**src/hdl/mnsp_pkg.sv**
```systemverilog
`default_nettype none

package mnsp_pkg;

    localparam int NOTE_W  = 7;
    localparam int PULSE_W = 32;

    typedef struct packed {
        logic               first_of_track;
        logic               is_note_on;
        logic [NOTE_W-1:0]  note_number;
        logic [NOTE_W-1:0]  velocity;
        logic [PULSE_W-1:0] event_pulse;
    } event_t;

    typedef struct packed {
        logic [NOTE_W-1:0]  span_note;
        logic [PULSE_W-1:0] span_start;
        logic [PULSE_W-1:0] span_end;
    } span_t;

    // table lookup outcome handed to the output stage
    typedef struct packed {
        logic               hit;
        logic [NOTE_W-1:0]  note;
        logic [PULSE_W-1:0] end_pulse;
    } lookup_t;

endpackage

`default_nettype wire

```
**src/hdl/mnsp_note_table.sv**
```systemverilog
`default_nettype none

module mnsp_note_table #(
    parameter int NOTE_COUNT = 128,
    parameter int PULSE_BITS = 32
) (
    input  wire logic                             clk,
    input  wire logic                             rst_n,
    input  wire logic                             accept,
    input  wire mnsp_pkg::event_t                 req,
    output mnsp_pkg::lookup_t                     lookup,
    output logic [mnsp_pkg::PULSE_W-1:0]          start_pulse
);

    localparam int IDX_W = $clog2(NOTE_COUNT);
    // wide enough for both the note field and the table size
    localparam int CMP_W = ((IDX_W > mnsp_pkg::NOTE_W) ? IDX_W : mnsp_pkg::NOTE_W) + 1;

    logic [NOTE_COUNT-1:0] active_reg;
    logic [NOTE_COUNT-1:0] active_next;
    logic [PULSE_BITS-1:0] pulse_mem [NOTE_COUNT];
    logic [PULSE_BITS-1:0] rd_data_reg;

    logic                  in_range;
    logic [IDX_W-1:0]      idx;
    logic                  real_on;
    logic [PULSE_BITS-1:0] pulse;

    assign in_range = CMP_W'(req.note_number) < CMP_W'(NOTE_COUNT);
    assign idx      = IDX_W'(req.note_number);
    assign real_on  = req.is_note_on && (req.velocity != '0);
    assign pulse    = PULSE_BITS'(req.event_pulse);

    always_comb
    begin
        active_next = active_reg;
        if (req.first_of_track)
        begin
            active_next = '0;
        end
        // an active note always closes; a real note-on reopens it
        if (in_range)
        begin
            active_next[idx] = real_on;
        end
    end

    assign lookup.hit       = in_range && !req.first_of_track && active_reg[idx];
    assign lookup.note      = req.note_number;
    assign lookup.end_pulse = mnsp_pkg::PULSE_W'(pulse);

    always_ff @(posedge clk or negedge rst_n)
    begin
        if (!rst_n)
        begin
            active_reg <= '0;
        end
        else if (accept)
        begin
            active_reg <= active_next;
        end
    end

    // read before write: the read returns the start of the span being closed
    always_ff @(posedge clk)
    begin
        if (accept)
        begin
            rd_data_reg <= pulse_mem[idx];
            if (in_range && real_on)
            begin
                pulse_mem[idx] <= pulse;
            end
        end
    end

    assign start_pulse = mnsp_pkg::PULSE_W'(rd_data_reg);

endmodule

`default_nettype wire

```
**src/hdl/mnsp_out_stage.sv**
```systemverilog
`default_nettype none

module mnsp_out_stage (
    input  wire logic                        clk,
    input  wire logic                        rst_n,
    input  wire logic                        accept,
    input  wire mnsp_pkg::lookup_t           lookup,
    input  wire logic [mnsp_pkg::PULSE_W-1:0] start_pulse,
    output logic                             busy,
    output logic                             span_valid,
    input  wire logic                        span_stall,
    output mnsp_pkg::span_t                  span_data
);

    logic                             hold_valid_reg;
    logic [mnsp_pkg::NOTE_W-1:0]      hold_note_reg;
    logic [mnsp_pkg::PULSE_W-1:0]     hold_end_reg;
    logic                             out_valid_reg;
    mnsp_pkg::span_t                  out_reg;
    logic                             out_free;
    logic                             hold_move;

    assign out_free  = !out_valid_reg || !span_stall;
    assign hold_move = hold_valid_reg && out_free;
    assign busy      = hold_valid_reg && !out_free;

    always_ff @(posedge clk or negedge rst_n)
    begin
        if (!rst_n)
        begin
            hold_valid_reg <= 1'b0;
            out_valid_reg  <= 1'b0;
        end
        else
        begin
            if (accept)
            begin
                hold_valid_reg <= lookup.hit;
            end
            else if (hold_move)
            begin
                hold_valid_reg <= 1'b0;
            end
            if (out_free)
            begin
                out_valid_reg <= hold_valid_reg;
            end
        end
    end

    always_ff @(posedge clk)
    begin
        if (accept)
        begin
            hold_note_reg <= lookup.note;
            hold_end_reg  <= lookup.end_pulse;
        end
        if (hold_move)
        begin
            out_reg.span_note  <= hold_note_reg;
            out_reg.span_start <= start_pulse;
            out_reg.span_end   <= hold_end_reg;
        end
    end

    assign span_valid = out_valid_reg;
    assign span_data  = out_reg;

endmodule

`default_nettype wire

```
**src/hdl/midi_note_span_pairing.sv**
```systemverilog
// Pipeline: a closing request fills the hold stage, then the output register
// once that is free. Throughput: one request per cycle while not busy; the
// note table lookup and update complete at the accepting edge, and a hold
// stage plus the output register let one more request in while a span stalls.
// Reset: rst_n clears all active flags and the pipeline valids at once;
// start pulses are not reset.
`default_nettype none

module midi_note_span_pairing #(
    parameter int NOTE_COUNT = 128,
    parameter int PULSE_BITS = 32
) (
    input  wire logic              clk,
    input  wire logic              rst_n,
    input  wire logic              event_valid,
    output logic                   event_stall,
    input  wire mnsp_pkg::event_t  event_data,
    output logic                   span_valid,
    input  wire logic              span_stall,
    output mnsp_pkg::span_t        span_data
);

    logic                          accept;
    logic                          busy;
    mnsp_pkg::lookup_t             lookup;
    logic [mnsp_pkg::PULSE_W-1:0]  start_pulse;

    assign event_stall = busy;
    assign accept      = event_valid && !busy;

    mnsp_note_table #(
        .NOTE_COUNT (NOTE_COUNT),
        .PULSE_BITS (PULSE_BITS)
    ) u_table (
        .clk         (clk),
        .rst_n       (rst_n),
        .accept      (accept),
        .req         (event_data),
        .lookup      (lookup),
        .start_pulse (start_pulse)
    );

    mnsp_out_stage u_out (
        .clk         (clk),
        .rst_n       (rst_n),
        .accept      (accept),
        .lookup      (lookup),
        .start_pulse (start_pulse),
        .busy        (busy),
        .span_valid  (span_valid),
        .span_stall  (span_stall),
        .span_data   (span_data)
    );

endmodule

`default_nettype wire

```
**config.mk**
```make
export PLATFORM = sky130hd
export DESIGN_NAME = midi_note_span_pairing
export DESIGN_NICKNAME = d
export VERILOG_FILES = /design/src/hdl/mnsp_pkg.sv /design/src/hdl/mnsp_note_table.sv /design/src/hdl/mnsp_out_stage.sv /design/src/hdl/midi_note_span_pairing.sv
export SDC_FILE = /design/constraint.sdc
export NUM_CORES = 2
export LEC_CHECK = 0
export BUFFER_PORTS_ARGS = -buffer_cell sky130_fd_sc_hd__buf_2
export CORE_ASPECT_RATIO = 1.5
export CORE_MARGIN = 4
export CORE_UTILIZATION = 25
export DETAILED_ROUTE_END_ITERATION = 6
export SKIP_LAST_GASP = 1
export SLEW_MARGIN = 0
export SYNTH_ARGS = -nofsm -noshare
export SYNTH_HDL_FRONTEND = slang
export SYNTH_SLANG_ARGS = --single-unit
```
**constraint.sdc**
```tcl
create_clock -name clk -period 8.55 [get_ports clk]
set_input_delay 1.2825 -clock clk [delete_from_list [all_inputs] [get_ports clk]]
set_output_delay 1.2825 -clock clk [all_outputs]
set_load 0.05 [all_outputs]
```
==> results.py <==
metrics = {
    "floorplanning": {
        "die_x_um": 678,
        "die_y_mm": 1.01,
        "dieArea_um2": 688000,
        "fp.coreArea_um2": 673000,
        "io_pins": 125,
        "num_rows": 369,
        "start_util": 0.251,
    },
    "layout": {
        "final_area_um2": 195000,
        "final_layout_size_suffix_gt1_frac": 0.220,
        "largest_reg_flops": 4096,
        "nNetsFinal": 9295,
        "syn2layout_area_growth_pct": 15.6,
    },
    "detailed_routing": {
        "dr.pass1.iters": 7,
        "ant_nets": 0,
        "viasPerCell": 5.15,
        "wl_mm": 592,
        "wl_per_cell_um": 32.0,
        "drtIter0Drc": 14400,
        "remaining_drc_errors": 5,
        "vias": 95300,
    },
    "run": {
        "maxCapViolCount": 4,
    },
    "placed_design": {
        "hpwl_mm": 361,
        "placed_area_um2": 182000,
        "io_buffers": 124,
        "gp_congestion": 0.924,
    },
    "timing": {
        "final.setup.tns_ns": 0,
        "finalClockSkew_ns": 0.103,
        "period_share": 0.731,
        "setup_violations": 0,
        "fin_crit_ns": 6.25,
        "slew_headroom": -0.154,
        "rsz0062_at_grt": "false",
        "hold_viol": 0,
        "max_freq_mhz": 160,
        "worst_pin_slew_ns": 1.73,
        "slew_violations": 17,
    },
    "power": {
        "power_switching_mw": 10.3,
        "ir_worst_vdd_v": 0.000164,
        "seq_power_share": 0.539,
        "combinationalPowerShare": 0.065,
        "p_leak_nw": 60.0,
        "powerDensity_nw_per_um2": 225,
        "cellInternalPower_mw": 33.6,
        "switching_share": 0.235,
        "clkPwrFrac": 0.395,
        "power_mw": 43.8,
    },
    "synth": {
        "syn_nets": 8997,
        "avgSynthCellArea_um2": 18.8,
        "ys.warnings.count": 0,
        "synth_flop_cell": "edfxtp_1",
        "synth_area_um2": 169000,
        "yosysSeqAreaShare": 0.774,
        "synth_async_sr_flop_share": 0.0298,
        "ys_ff_latch": 4368,
        "synthCells": 8945,
        "synth-edff-count": 4238,
        "ys_types": 73,
    },
    "global_routing": {
        "grt-ovfl-total": 0,
        "grt_pass1_wl_mm": 802,
        "grt_max_degree": 99,
        "grt_pass1_vias": 92400,
        "grt_use_total": 0.166,
        "antenna_found_initial": 75,
    },
    "clock_tree": {
        "hold_buffers": 0,
        "post_cts_buffers": 0,
        "cts-htree-levels": 5,
        "tritoncts": "done",
        "root_buffer": "clkbuf_16",
        "numCtsBuffers": 373,
        "cts.sinks": 4368,
        "clock_latency_ns": 1.03,
        "clkSlewWorstSetupHoldPaths_ns": 0.07,
        "ctsLongestPathBuffers": 4,
        "cts.repair.resized": 0,
    },
    "status": {
        "violations": "design-rule violations, max-capacitance violations, max-slew violations",
        "run_status": "finished with violations",
    },
    "setup_path": {
        "crit_slowest_cell": "nor3_1",
        "crit_type": "input pin to flop",
        "required_ns": 9.25,
        "slowest_delay_ns": 1.54,
        "r2r_setup_slack_ns": 4.22,
        "crit_path_end_kind": "flop",
        "r2r_cells": 7,
        "crit_path_start_kind": "input pin",
        "path_cells": "buf_12, buf_12, inv_4, nand2_1, buf_4, o22ai_1, o21ai_0, o221ai_1, nor3_1, nand4_1",
        "crit_fanout": 78,
        "cpMostUsedCell": "buf_12",
        "arrival_ns": 6.94,
    },
    "hold_path": {
        "hold_class": "input pin to async pin",
    },
}
worst max-delay path, delay by kind of cell:
family / cells / cell delay, ns
AOI/OAI and AO/OA: 3 / 1.68
buffers and inverters: 4 / 1.45
and+or+nand+nor: 3 / 1.87
synth_stat cells (all sizes together), types with 7 or more instances:
cell type	number	area share
edfxtp	4238	0.76
o21ai	510	0.015
mux4	503	0.067
nand2	425	0.0095
buf	406	0.015
a221oi	378	0.020
nor2	352	0.0079
mux2i	339	0.020
a21oi	316	0.0094
mux2	262	0.018
clkbuf	232	0.0052
a22oi	202	0.0090
dfrtp	130	0.019
a221o	98	0.0058
o22ai	71	0.0026
o221ai	47	0.0024
nand3	46	0.0014
a31oi	35	0.0013
a22o	33	0.0017
a311oi	29	0.0015
o211ai	28	0.0012
a211oi	27	0.0012
and3	22	0.00082
o31ai	19	0.00085
and2	13	0.00048
o221a	13	0.00087
o2bb2ai	13	0.00068
o22a	12	0.00062
o2111ai	11	0.00057
o311ai	10	0.00052
a32oi	9	0.00047
nor4	9	0.00033
a41oi	8	0.00042
nand4	8	0.00030
nor2b	8	0.00030
nor3	8	0.00027
a2111oi	7	0.00040
inv	7	0.00016
power groups by stage:
stage,clock network [mW],logic (mW),registers (mW)
2_1_floorplan,0,1.19,24.1
3_3_place_gp,0,2.77,24.1
3_5_place_dp,0,2.80,24.1
4_1_cts,17.5,2.81,23.6
5_1_grt,18.4,2.91,23.6
6_report,17.3,2.87,23.6
path summary, 6_finish.rpt:
| check | start | endpoint |
|---|---|---|
| max in group asynchronous | rst_n | u_table.active_reg[41] |
| worst max-delay path | event_data[39] | u_table.start_pulse[4] |
| min in group clk | u_out.hold_end_reg[3] | u_out.span_data[3] |
| worst min-delay path | rst_n | u_out.span_valid |
| worst min register to register | u_out.hold_end_reg[3] | u_out.span_data[3] |
| worst max register to register | u_out.span_valid | u_table.pulse_mem[30][4] |
routing by layer:
metal  track usage  wire length, um  vias up
met3        0.0311            53200     1499
met2         0.276           286000     6106
met1         0.192           201000    50100
li1              -                -    37500
met4         0.122            51700       34
met5             0              204        -
layout make-up:
type	count	area, um^2
well taps	8904	11100
inverters	8	55.1
clock inverters	221	2220
repair buffers	561	4680
diodes	60	150
flip-flops and latches	4368	131000
clock buffers	463	9910
multi-input cells	3931	36100
fillers	65700	478000
layout by cell type (no fill, tap or decap), types with 70 or more instances in the layout:
master | Yosys | final
clkbuf_1 | 232 | 70
mux2i_1 | 339 | 339
nor2_4 | 0 | 138
mux2_2 | 261 | 261
mux4_2 | 503 | 503
nand2_1 | 425 | 412
o21ai_0 | 509 | 501
clkbuf_16 | 0 | 378
clkinv_1 | 1 | 76
a221o_1 | 98 | 98
a221oi_1 | 378 | 374
dfrtp_1 | 130 | 130
buf_2 | 214 | 84
buf_4 | 74 | 407
a22oi_1 | 202 | 202
a21oi_1 | 316 | 316
edfxtp_1 | 4238 | 4238
nor2_1 | 351 | 211
metrics by stage:
step	instances	hold WS, ns	util	setup slack (ns)
6_report	18500	0.245	0.290	2.30
5_1_grt	18500	0.302	0.289	2.82
4_1_cts	18500	0.269	0.289	3.05
3_5_place_dp	17800	0.405	0.271	1.98
3_3_place_gp	17800	0.401	0.271	1.95
2_1_floorplan	8945	0.400	-	1.52
cells by family after synthesis:
family | after synthesis | share of synthesized area
DFF | 4368 | 0.774
AOI/OAI and AO/OA | 1915 | 0.0784
muxes | 1104 | 0.105
and+or+nand+nor | 912 | 0.0221
buffers and inverters | 646 | 0.0203
Power figures use the tool's default switching activity.
